$ cat src/rtl/dual_wiper_pot_angle_tracker_defines.svh
// Assertion macros for the dual-wiper potentiometer angle tracker.
`ifndef DUAL_WIPER_POT_ANGLE_TRACKER_DEFINES_SVH
`define DUAL_WIPER_POT_ANGLE_TRACKER_DEFINES_SVH

// Same-cycle implication, sampled on clk_i, off while rst_ni is low.
`define DWPAT_ASSERT_SAME(lbl, ante, cons, msg) \
  lbl: assert property (@(posedge clk_i) disable iff (!rst_ni) (ante) |-> (cons)) \
    else $error(msg);

// Next-cycle implication, sampled on clk_i, off while rst_ni is low.
`define DWPAT_ASSERT_NEXT(lbl, ante, cons, msg) \
  lbl: assert property (@(posedge clk_i) disable iff (!rst_ni) (ante) |=> (cons)) \
    else $error(msg);

`endif

$ cat src/rtl/dwpat_pkg.sv
// Shared types and constants of the dual-wiper potentiometer angle tracker.
`timescale 1ns / 1ps
`default_nettype none
package dwpat_pkg;

  localparam int ADC_BITS_DEF = 12;
  localparam int FRAC_BITS    = 24;
  localparam int K_W          = 30;
  localparam logic [K_W-1:0] K_Q16 = 30'd683565276;
  localparam int DIV_CNT_W    = $clog2(FRAC_BITS);
  localparam int TERM_W       = FRAC_BITS + K_W - 16;
  localparam int V_W          = FRAC_BITS + 18;

  localparam logic signed [V_W-1:0] V_HALF = V_W'(64'd32768 << FRAC_BITS);
  localparam logic signed [V_W-1:0] V_QTR  = V_W'(64'd16384 << FRAC_BITS);

  localparam logic [15:0] HYST_RST = 16'd64;
  localparam logic        REG_HYST = 1'b0;

  localparam logic [1:0] DIR_NONE = 2'd0;
  localparam logic [1:0] DIR_UP   = 2'd1;
  localparam logic [1:0] DIR_DOWN = 2'd2;
  localparam logic [1:0] CONF_MAX = 2'd2;

  typedef enum logic [3:0] {
    ANG_IDLE,
    ANG_MUL_XY,
    ANG_MUL_BB,
    ANG_MUL_SS,
    ANG_SCALE,
    ANG_DEN,
    ANG_DIV,
    ANG_MUL_K,
    ANG_SUM,
    ANG_TRUNC,
    ANG_SAT,
    ANG_DONE
  } ang_state_e;

  typedef struct packed {
    logic start;
    logic ack;
  } ang_cmd_t;

  typedef struct packed {
    logic               ready;
    logic               done;
    logic signed [15:0] angle;
  } ang_stat_t;

endpackage
`default_nettype wire

$ cat src/rtl/dwpat_angle.sv
// Sequenced fast-atan2 angle unit: shared multiplier and restoring divider.
`timescale 1ns / 1ps
`default_nettype none
module dwpat_angle
  import dwpat_pkg::*;
#(
  parameter int ADC_BITS = ADC_BITS_DEF
) (
  input  logic                clk_i,
  input  logic                rst_ni,
  input  ang_cmd_t            cmd_i,
  input  logic [ADC_BITS-1:0] sample_a_i,
  input  logic [ADC_BITS-1:0] sample_b_i,
  output ang_stat_t           stat_o
);

  localparam int PW    = 2 * ADC_BITS;
  localparam int NUM_W = PW + 7;
  localparam int MA_W  = FRAC_BITS;
  localparam int MB_W  = K_W;
  localparam int CW    = ADC_BITS + 2;

  ang_state_e state_q, state_d;

  logic [ADC_BITS-1:0]  ax_q, ay_q;
  logic                 xneg_q, yneg_q, ratio_q;
  logic [PW-1:0]        p_xy_q, p_bb_q, p_ss_q;
  logic [NUM_W-1:0]     rem_q, den_q;
  logic [FRAC_BITS-1:0] quo_q;
  logic [DIV_CNT_W-1:0] cnt_q;
  logic [TERM_W-1:0]    term_q;
  logic signed [V_W-1:0] v_q;
  logic                 vneg_q;
  logic [17:0]          ip_q;
  logic signed [15:0]   angle_q;

  logic [MA_W-1:0]      mul_a;
  logic [MB_W-1:0]      mul_b;
  logic [MA_W+MB_W-1:0] prod;

  logic [CW-1:0]        xs, ys;
  logic [ADC_BITS-1:0]  big, small_v;
  logic [NUM_W-1:0]     xy_ext, bb_ext, ss_ext;
  logic [NUM_W:0]       rem_sh, rem_sub;
  logic                 neg, add_term;
  logic signed [V_W-1:0] base, tx, v_mag;
  logic                 div_last;

  // centering: 2*adc - (2^N - 1)
  assign xs = {1'b0, sample_a_i, 1'b0} - CW'({ADC_BITS{1'b1}});
  assign ys = {1'b0, sample_b_i, 1'b0} - CW'({ADC_BITS{1'b1}});

  assign big     = ratio_q ? ax_q : ay_q;
  assign small_v = ratio_q ? ay_q : ax_q;
  assign prod    = mul_a * mul_b;

  assign xy_ext = NUM_W'(p_xy_q);
  assign bb_ext = NUM_W'(p_bb_q);
  assign ss_ext = NUM_W'(p_ss_q);

  assign rem_sh  = {rem_q, 1'b0};
  assign rem_sub = rem_sh - {1'b0, den_q};

  assign neg      = xneg_q ^ yneg_q;
  assign add_term = ratio_q ? !neg : neg;
  assign tx       = V_W'(term_q);
  assign v_mag    = v_q[V_W-1] ? -v_q : v_q;
  assign div_last = (cnt_q == DIV_CNT_W'(FRAC_BITS - 1));

  always_comb begin
    if (ratio_q) begin
      if (xneg_q) begin
        base = yneg_q ? -V_HALF : V_HALF;
      end else begin
        base = '0;
      end
    end else begin
      base = yneg_q ? (V_QTR - V_HALF) : V_QTR;
    end
  end

  always_comb begin
    state_d = state_q;
    case (state_q)
      ANG_IDLE:   if (cmd_i.start) state_d = ANG_MUL_XY;
      ANG_MUL_XY: state_d = ANG_MUL_BB;
      ANG_MUL_BB: state_d = ANG_MUL_SS;
      ANG_MUL_SS: state_d = ANG_SCALE;
      ANG_SCALE:  state_d = ANG_DEN;
      ANG_DEN:    state_d = ANG_DIV;
      ANG_DIV:    if (div_last) state_d = ANG_MUL_K;
      ANG_MUL_K:  state_d = ANG_SUM;
      ANG_SUM:    state_d = ANG_TRUNC;
      ANG_TRUNC:  state_d = ANG_SAT;
      ANG_SAT:    state_d = ANG_DONE;
      ANG_DONE:   if (cmd_i.ack) state_d = ANG_IDLE;
      default:    state_d = ANG_IDLE;
    endcase
  end

  always_comb begin
    mul_a        = MA_W'(ax_q);
    mul_b        = MB_W'(ay_q);
    stat_o.ready = 1'b0;
    stat_o.done  = 1'b0;
    stat_o.angle = angle_q;
    case (state_q)
      ANG_IDLE: stat_o.ready = 1'b1;
      ANG_MUL_BB: begin
        mul_a = MA_W'(big);
        mul_b = MB_W'(big);
      end
      ANG_MUL_SS: begin
        mul_a = MA_W'(small_v);
        mul_b = MB_W'(small_v);
      end
      ANG_MUL_K: begin
        mul_a = quo_q;
        mul_b = K_Q16;
      end
      ANG_DONE: stat_o.done = 1'b1;
      default: ;
    endcase
  end

  always_ff @(posedge clk_i or negedge rst_ni) begin
    if (!rst_ni) begin
      state_q <= ANG_IDLE;
    end else begin
      state_q <= state_d;
    end
  end

  always_ff @(posedge clk_i) begin
    case (state_q)
      ANG_IDLE: begin
        if (cmd_i.start) begin
          xneg_q <= xs[CW-1];
          yneg_q <= ys[CW-1];
          ax_q   <= xs[CW-1] ? ADC_BITS'(-xs) : ADC_BITS'(xs);
          ay_q   <= ys[CW-1] ? ADC_BITS'(-ys) : ADC_BITS'(ys);
        end
      end
      ANG_MUL_XY: begin
        p_xy_q  <= prod[PW-1:0];
        ratio_q <= (ay_q < ax_q);
      end
      ANG_MUL_BB: p_bb_q <= prod[PW-1:0];
      ANG_MUL_SS: p_ss_q <= prod[PW-1:0];
      ANG_SCALE: begin
        rem_q <= (xy_ext << 6) + (xy_ext << 5) + (xy_ext << 2);
        den_q <= (bb_ext << 6) + (bb_ext << 5) + (bb_ext << 2);
      end
      ANG_DEN: begin
        den_q <= den_q + (ss_ext << 4) + (ss_ext << 3) + (ss_ext << 2);
        quo_q <= '0;
        cnt_q <= '0;
      end
      ANG_DIV: begin
        cnt_q <= cnt_q + 1'b1;
        if (!rem_sub[NUM_W]) begin
          rem_q <= rem_sub[NUM_W-1:0];
          quo_q <= {quo_q[FRAC_BITS-2:0], 1'b1};
        end else begin
          rem_q <= rem_sh[NUM_W-1:0];
          quo_q <= {quo_q[FRAC_BITS-2:0], 1'b0};
        end
      end
      ANG_MUL_K: term_q <= prod[MA_W+MB_W-1:16];
      ANG_SUM: begin
        v_q    <= add_term ? (base + tx) : (base - tx);
      end
      ANG_TRUNC: begin
        vneg_q <= v_q[V_W-1];
        ip_q   <= 18'(v_mag >>> FRAC_BITS);
      end
      ANG_SAT: begin
        if (vneg_q) begin
          angle_q <= (ip_q > 18'd32768) ? -16'sd32768 : -$signed(ip_q[15:0]);
        end else begin
          angle_q <= (ip_q > 18'd32767) ? 16'sd32767 : $signed(ip_q[15:0]);
        end
      end
      default: ;
    endcase
  end

endmodule
`default_nettype wire

$ cat src/rtl/dual_wiper_pot_angle_tracker.sv
// Top level of the dual-wiper potentiometer angle tracker.
//
// Each input word carries one pair of wiper readings and yields one output
// word: the direction of accepted movement (0 none, 1 up, 2 down) and the
// held angle in pi/32768 units. The angle comes from a rational atan2
// computed on one shared multiplier plus a 24-step restoring divider.
// s_axis_tready is low from acceptance until the result is loaded into the
// output register, so only one word is in flight, and it stays low while a
// full output register holds the finished result back. A finished result
// sits in an output register, and the next sample is accepted while it
// waits. The movement threshold (hysteresis, reset 64) is at APB address 0x0.
`timescale 1ns / 1ps
`default_nettype none
`include "dual_wiper_pot_angle_tracker_defines.svh"
module dual_wiper_pot_angle_tracker
  import dwpat_pkg::*;
#(
  parameter int ADC_BITS = ADC_BITS_DEF
) (
  input  logic                                 clk_i,
  input  logic                                 rst_ni,
  input  logic                                 s_axis_tvalid,
  output logic                                 s_axis_tready,
  // sample_a, sample_b
  input  logic [((2*ADC_BITS+7)/8)*8-1:0]      s_axis_tdata,
  output logic                                 m_axis_tvalid,
  input  logic                                 m_axis_tready,
  // direction[1:0], held_angle[17:2]
  output logic [23:0]                          m_axis_tdata,
  input  logic                                 psel,
  input  logic                                 penable,
  input  logic                                 pwrite,
  input  logic [2:0]                           paddr,
  input  logic [31:0]                          pwdata,
  output logic [31:0]                          prdata,
  output logic                                 pready
);

  ang_cmd_t  ang_cmd;
  ang_stat_t ang_stat;

  logic [15:0]        hyst_q;
  logic signed [15:0] stored_q, stored_d;
  logic [1:0]         conf_q, conf_d, conf_inc;
  logic               m_valid_q;
  logic [1:0]         m_dir_q, dir_d;
  logic signed [15:0] m_angle_q;
  logic               out_free, res_load, cfg_wr;
  logic signed [16:0] diff;
  logic [16:0]        mag;
  logic               move;

  assign s_axis_tready = ang_stat.ready;
  assign out_free      = !m_valid_q || m_axis_tready;
  assign res_load      = ang_stat.done && out_free;
  assign ang_cmd.start = s_axis_tvalid && s_axis_tready;
  assign ang_cmd.ack   = res_load;

  dwpat_angle #(
    .ADC_BITS (ADC_BITS)
  ) u_angle (
    .clk_i      (clk_i),
    .rst_ni     (rst_ni),
    .cmd_i      (ang_cmd),
    .sample_a_i (s_axis_tdata[ADC_BITS-1:0]),
    .sample_b_i (s_axis_tdata[2*ADC_BITS-1:ADC_BITS]),
    .stat_o     (ang_stat)
  );

  assign pready = 1'b1;
  assign cfg_wr = psel && penable && pwrite && pready && (paddr[2] == REG_HYST);
  assign prdata = (paddr[2] == REG_HYST) ? {16'd0, hyst_q} : 32'd0;

  assign diff     = {ang_stat.angle[15], ang_stat.angle} - {stored_q[15], stored_q};
  assign mag      = diff[16] ? 17'(-diff) : 17'(diff);
  assign move     = mag > {1'b0, hyst_q};
  assign conf_inc = (conf_q == CONF_MAX) ? CONF_MAX : conf_q + 2'd1;

  always_comb begin
    stored_d = stored_q;
    conf_d   = conf_q;
    dir_d    = DIR_NONE;
    if (move) begin
      conf_d = conf_inc;
      if (conf_inc == CONF_MAX) begin
        stored_d = ang_stat.angle;
        dir_d    = diff[16] ? DIR_DOWN : DIR_UP;
      end
    end else begin
      conf_d = 2'd0;
    end
  end

  always_ff @(posedge clk_i or negedge rst_ni) begin
    if (!rst_ni) begin
      hyst_q    <= HYST_RST;
      stored_q  <= '0;
      conf_q    <= '0;
      m_valid_q <= 1'b0;
    end else begin
      if (cfg_wr) begin
        hyst_q <= pwdata[15:0];
      end
      if (res_load) begin
        stored_q  <= stored_d;
        conf_q    <= conf_d;
        m_valid_q <= 1'b1;
      end else if (m_axis_tready) begin
        m_valid_q <= 1'b0;
      end
    end
  end

  always_ff @(posedge clk_i) begin
    if (res_load) begin
      m_dir_q   <= dir_d;
      m_angle_q <= stored_d;
    end
  end

  assign m_axis_tvalid = m_valid_q;
  assign m_axis_tdata  = {6'd0, m_angle_q, m_dir_q};

  `DWPAT_ASSERT_NEXT(a_one_word_in_flight, s_axis_tvalid && s_axis_tready, !s_axis_tready, "second word accepted while busy")
  `DWPAT_ASSERT_NEXT(a_result_waits, ang_stat.done && !out_free, ang_stat.done, "finished angle dropped before output slot freed")
  `DWPAT_ASSERT_SAME(a_move_changes_angle, res_load && (dir_d != DIR_NONE), stored_d != stored_q, "movement reported without angle change")
  `DWPAT_ASSERT_SAME(a_dir_code, m_axis_tvalid, (m_dir_q == DIR_NONE) || (m_dir_q == DIR_UP) || (m_dir_q == DIR_DOWN), "bad direction code")

endmodule
`default_nettype wire

$ cat config.mk
export PLATFORM = sky130hd
export DESIGN_NAME = dual_wiper_pot_angle_tracker
export DESIGN_NICKNAME = d
export VERILOG_FILES = /design/src/rtl/dwpat_pkg.sv /design/src/rtl/dwpat_angle.sv /design/src/rtl/dual_wiper_pot_angle_tracker.sv
export VERILOG_INCLUDE_DIRS = /design/src /design/src/rtl
export SDC_FILE = /design/constraint.sdc
export NUM_CORES = 2
export LEC_CHECK = 0
export BUFFER_PORTS_ARGS = -buffer_cell sky130_fd_sc_hd__buf_2
export CORE_MARGIN = 10
export CORE_UTILIZATION = 45
export DETAILED_ROUTE_END_ITERATION = 10
export PLACE_DENSITY = 0.61
export SLEW_MARGIN = 5
export SYNTH_ARGS = -nofsm -noshare
export SYNTH_HDL_FRONTEND = slang
export SYNTH_SLANG_ARGS = --single-unit
$ cat constraint.sdc
create_clock -name clk_i -period 9.8 [get_ports clk_i]
set_input_delay 0.49 -clock clk_i [delete_from_list [all_inputs] [get_ports clk_i]]
set_output_delay 0.49 -clock clk_i [all_outputs]
set_load 0.01 [all_outputs]
==> results.sh <==
export IMPL_status="completed"
export IMPL_clk_insertion_delay_late_ns=0.60
export IMPL_cts_reportedPaths_clkPinSlew_ns=0.06
export IMPL_timing_max_slew_rel_slack_pct=23.7
export IMPL_num_rows=109
export IMPL_yosys_area_share_simple_pct=9.56
export IMPL_layout_worst_path_cycle_share_pct=93.9
export IMPL_min_delay_path_class="primary input to async pin"
export IMPL_cpMostUsedCell="sky130_fd_sc_hd__fa_1"
export IMPL_die_area_um2=101000
export IMPL_dp_hpwl_mm=73.3
export IMPL_timing_final_hold_violations=0
export IMPL_synth_mux_area_share_pct=1.60
export IMPL_grt_setup_unrepaired="false"
export IMPL_synth_adder_area_share_pct=38.3
export IMPL_synthArstFlopShare_pct=11.0
export IMPL_placement_io_buffers=83
export IMPL_crit_arrival_ns=9.51
export IMPL_wl_per_cell_um=16.7
export IMPL_timing_reg2reg_setup_slack_ns=0.60
export IMPL_dr_pass1_iters=5
export IMPL_core_area_um2=88400
export IMPL_synth_cells=3882
export IMPL_initial_core_util_pct=45.3
export IMPL_num_fill_cells=8213
export IMPL_globalRoute_totalOverflow=0
export IMPL_timing_setup_critical_path_class="register to register"
export IMPL_max_cap_violations=0
export IMPL_timing_setup_tns_ns=0
export IMPL_max_clock_path_buffers=3
export IMPL_grt_pass1_wl_mm=146
export IMPL_ctsHoldBuffers=0
export IMPL_routability_congestion=0.867
export IMPL_synth_area_per_cell_um2=10.3
export IMPL_cts_max_level=2
export IMPL_die_w_um=318
export IMPL_timing_critical_path_slowest_cell_delay_ns=0.75
export IMPL_die_height_um=318
export IMPL_routed_via_count=26800
export IMPL_drc=0
export IMPL_tritoncts_num_sinks=356
export IMPL_area_growth_syn_to_layout_pct=9.33
export IMPL_finalSetupViolations=0
export IMPL_synthDistinctLibCells=78
export IMPL_wl_mm=88.2
export IMPL_overall_track_demand_over_capacity_in_global_routing_pct=17.5
export IMPL_postCtsResizedCells=0
export IMPL_required_ns=10.12
export IMPL_yosysWarningCount=0
export IMPL_synth_area_um2=40000
export IMPL_cts_tree="done"
export IMPL_layout_min_cycle_time_ns=9.20
export IMPL_seq_cells_post_synth=356
export IMPL_num_antenna_cells=0
export IMPL_tritoncts_buffer_count=44
export IMPL_postSynth_topFlopCell="sky130_fd_sc_hd__edfxtp_1"
export IMPL_synth_edf_count=317
export IMPL_worst_path_max_fanout=22
export IMPL_antenna_found_initial=3
export IMPL_drt_iter0_drc=1363
export IMPL_clock_skew_ns=0.0282
export IMPL_route_detailed_vias_per_inst=5.08
export IMPL_drv_slew=0
export IMPL_grt_max_degree=48
export IMPL_tightest_slew_ns=1.14
export IMPL_cp_start_kind="register"
export IMPL_cts_repair_timing_setup_buffer_count=0
export IMPL_cts_root_buffer_cell="sky130_fd_sc_hd__clkbuf_16"
export IMPL_xor_xnor_share_of_the_synthesized_area_pct=5.05
export IMPL_numnets_final=5065
export IMPL_ratio_of_cells_with_drive_above_1_in_the_final_layout_pct=7.65
export IMPL_yosysSeqAreaShare_pct=26.2
export IMPL_main_combinational_cell_family_by_area_after_synthesis="adder cells"
export IMPL_io_pins=125
export IMPL_route_antenna_remaining_nets=0
export IMPL_synth_compound_area_share_pct=11.4
export IMPL_crit_path_top_delay_cell="sky130_fd_sc_hd__o22ai_1"
export IMPL_worst_setup_path_end_kind="register"
export IMPL_grt_pass1_vias=27600
export IMPL_maxClockFrequency_ghz=0.109
==> layout by cell type, fill, tap and decap left out, types with 39 or more instances in the layout <==
| master | synthesis | routed |
|---|---|---|
| sky130_fd_sc_hd__a211oi_1 | 48 | 48 |
| sky130_fd_sc_hd__a21o_1 | 80 | 80 |
| sky130_fd_sc_hd__a21oi_1 | 181 | 180 |
| sky130_fd_sc_hd__and2_1 | 52 | 52 |
| sky130_fd_sc_hd__buf_2 | 1 | 83 |
| sky130_fd_sc_hd__buf_4 | 23 | 60 |
| sky130_fd_sc_hd__clkbuf_16 | 0 | 44 |
| sky130_fd_sc_hd__conb_1 | 2 | 107 |
| sky130_fd_sc_hd__edfxtp_1 | 317 | 317 |
| sky130_fd_sc_hd__fa_1 | 495 | 495 |
| sky130_fd_sc_hd__ha_1 | 433 | 433 |
| sky130_fd_sc_hd__inv_1 | 714 | 714 |
| sky130_fd_sc_hd__mux2_2 | 49 | 49 |
| sky130_fd_sc_hd__nand2_1 | 198 | 198 |
| sky130_fd_sc_hd__nand2b_1 | 44 | 44 |
| sky130_fd_sc_hd__nand3_1 | 44 | 44 |
| sky130_fd_sc_hd__nor2_1 | 252 | 245 |
| sky130_fd_sc_hd__nor3_1 | 42 | 39 |
| sky130_fd_sc_hd__o21ai_0 | 145 | 145 |
| sky130_fd_sc_hd__xnor2_1 | 165 | 164 |
| sky130_fd_sc_hd__xor2_1 | 66 | 66 |
==> path summary, 6_finish.rpt <==
path,from,end,cells past startpoint
worst max-delay path,u_angle.state_q[3],u_angle.term_q[37],30
worst min-delay path,rst_ni,stored_q[10],1
worst max register to register,u_angle.state_q[3],u_angle.term_q[37],30
worst min register to register,hyst_q[3],hyst_q[3],1
max in group asynchronous,rst_ni,conf_q[1],1
min in group clk_i,pwdata[10],hyst_q[10],2
==> critical path, delay by kind of cell, from the launching register on <==
| family | cells | cell delay [ns] |
|---|---|---|
| xor+xnor | 1 | 0.12 |
| fa+ha+maj | 8 | 3.90 |
| flops | 1 | 0.52 |
| compound gates | 10 | 3.11 |
| simple gates | 5 | 0.73 |
| buf+inv | 6 | 0.54 |
==> cell type report <==
class	count	area [µm²]	share of cell area (%)
Clock inverter	32	320	0.732
Inverter	714	2680	6.12
Timing Repair Buffer	143	866	1.98
Clock buffer	47	1110	2.54
Multi-Input combinational cell	2812	26800	61.3
Sequential cell	356	10500	24.0
Tap cell	1165	1460	3.33
==> synthesized netlist by cell type (7+ instances only) <==
cell type | number | area [µm²]
sky130_fd_sc_hd__a211o_1 | 10 | 87.6
sky130_fd_sc_hd__a211oi_1 | 48 | 360
sky130_fd_sc_hd__a21boi_0 | 7 | 52.6
sky130_fd_sc_hd__a21o_1 | 80 | 601
sky130_fd_sc_hd__a21oi_1 | 181 | 906
sky130_fd_sc_hd__a221oi_1 | 31 | 272
sky130_fd_sc_hd__a31oi_1 | 21 | 131
sky130_fd_sc_hd__and2_1 | 52 | 325
sky130_fd_sc_hd__and3_1 | 14 | 87.6
sky130_fd_sc_hd__buf_1 | 12 | 45.0
sky130_fd_sc_hd__buf_4 | 23 | 173
sky130_fd_sc_hd__clkbuf_1 | 69 | 259
sky130_fd_sc_hd__dfrtp_1 | 38 | 951
sky130_fd_sc_hd__edfxtp_1 | 317 | 9520
sky130_fd_sc_hd__fa_1 | 495 | 9910
sky130_fd_sc_hd__ha_1 | 433 | 5420
sky130_fd_sc_hd__inv_1 | 714 | 2680
sky130_fd_sc_hd__mux2_2 | 49 | 552
sky130_fd_sc_hd__mux2i_1 | 9 | 90.1
sky130_fd_sc_hd__nand2_1 | 198 | 743
sky130_fd_sc_hd__nand2b_1 | 44 | 275
sky130_fd_sc_hd__nand3_1 | 44 | 220
sky130_fd_sc_hd__nand4_1 | 18 | 113
sky130_fd_sc_hd__nor2_1 | 252 | 946
sky130_fd_sc_hd__nor2b_1 | 33 | 206
sky130_fd_sc_hd__nor3_1 | 42 | 210
sky130_fd_sc_hd__nor4_1 | 14 | 87.6
sky130_fd_sc_hd__o211ai_1 | 13 | 97.6
sky130_fd_sc_hd__o21a_1 | 30 | 225
sky130_fd_sc_hd__o21ai_0 | 145 | 726
sky130_fd_sc_hd__o21bai_1 | 22 | 165
sky130_fd_sc_hd__o22ai_1 | 9 | 56.3
sky130_fd_sc_hd__o311ai_0 | 12 | 105
sky130_fd_sc_hd__o31a_1 | 8 | 70.1
sky130_fd_sc_hd__o31ai_1 | 18 | 135
sky130_fd_sc_hd__o41ai_1 | 11 | 96.3
sky130_fd_sc_hd__or2_2 | 21 | 131
sky130_fd_sc_hd__or3_1 | 24 | 150
sky130_fd_sc_hd__xnor2_1 | 165 | 1450
sky130_fd_sc_hd__xor2_1 | 66 | 578
==> layer usage <==
metal | track usage [%] | routed length [µm] | up-vias
met5 | 0 | 10 | -
met4 | 3.45 | 1580 | 2
met3 | 3.21 | 4470 | 89
met2 | 27.5 | 39300 | 481
met1 | 24.9 | 42800 | 12900
li1 | - | - | 13300
==> per-stage QoR <==
stage	worst slack [ns]	area (µm²)	util, %	instances	hold WS, ns
floorplan	0.106	40400	-	3987	0.194
global placement	0.705	42300	47.9	5190	0.487
detailed placement	0.642	42300	47.9	5190	0.493
CTS	0.633	43800	49.5	5269	0.0738
global route	0.0453	43800	49.5	5269	0.102
finish	0.601	43800	49.5	5269	0.0681
==> sequential cells by signal, summed over array words and instances (netlist names), 2 cells and up <==
signal and flops:
u_angle.v_q 42, u_angle.term_q 38, u_angle.den_q 29, u_angle.rem_q 29, u_angle.p_bb_q 24, u_angle.p_ss_q 24, u_angle.p_xy_q 24, u_angle.quo_q 24
u_angle.ip_q 18, hyst_q 16, m_angle_q 16, stored_q 16, u_angle.angle_q 16, u_angle.ax_q 11, u_angle.ay_q 11, u_angle.cnt_q 5
u_angle.state_q 4, conf_q 2, m_dir_q 2
==> kinds of logic after synthesis <==
family	Yosys count
adders and majority gates	928
buffers and inverters	819
and+or+nand+nor	794
AOI/OAI and AO/OA	694
DFF	356
xor gates and xnor gates	231
muxes	58
other	2
Power is not shown: default switching activity piles up to over one toggle a cycle in this logic, so the estimate is an artifact.
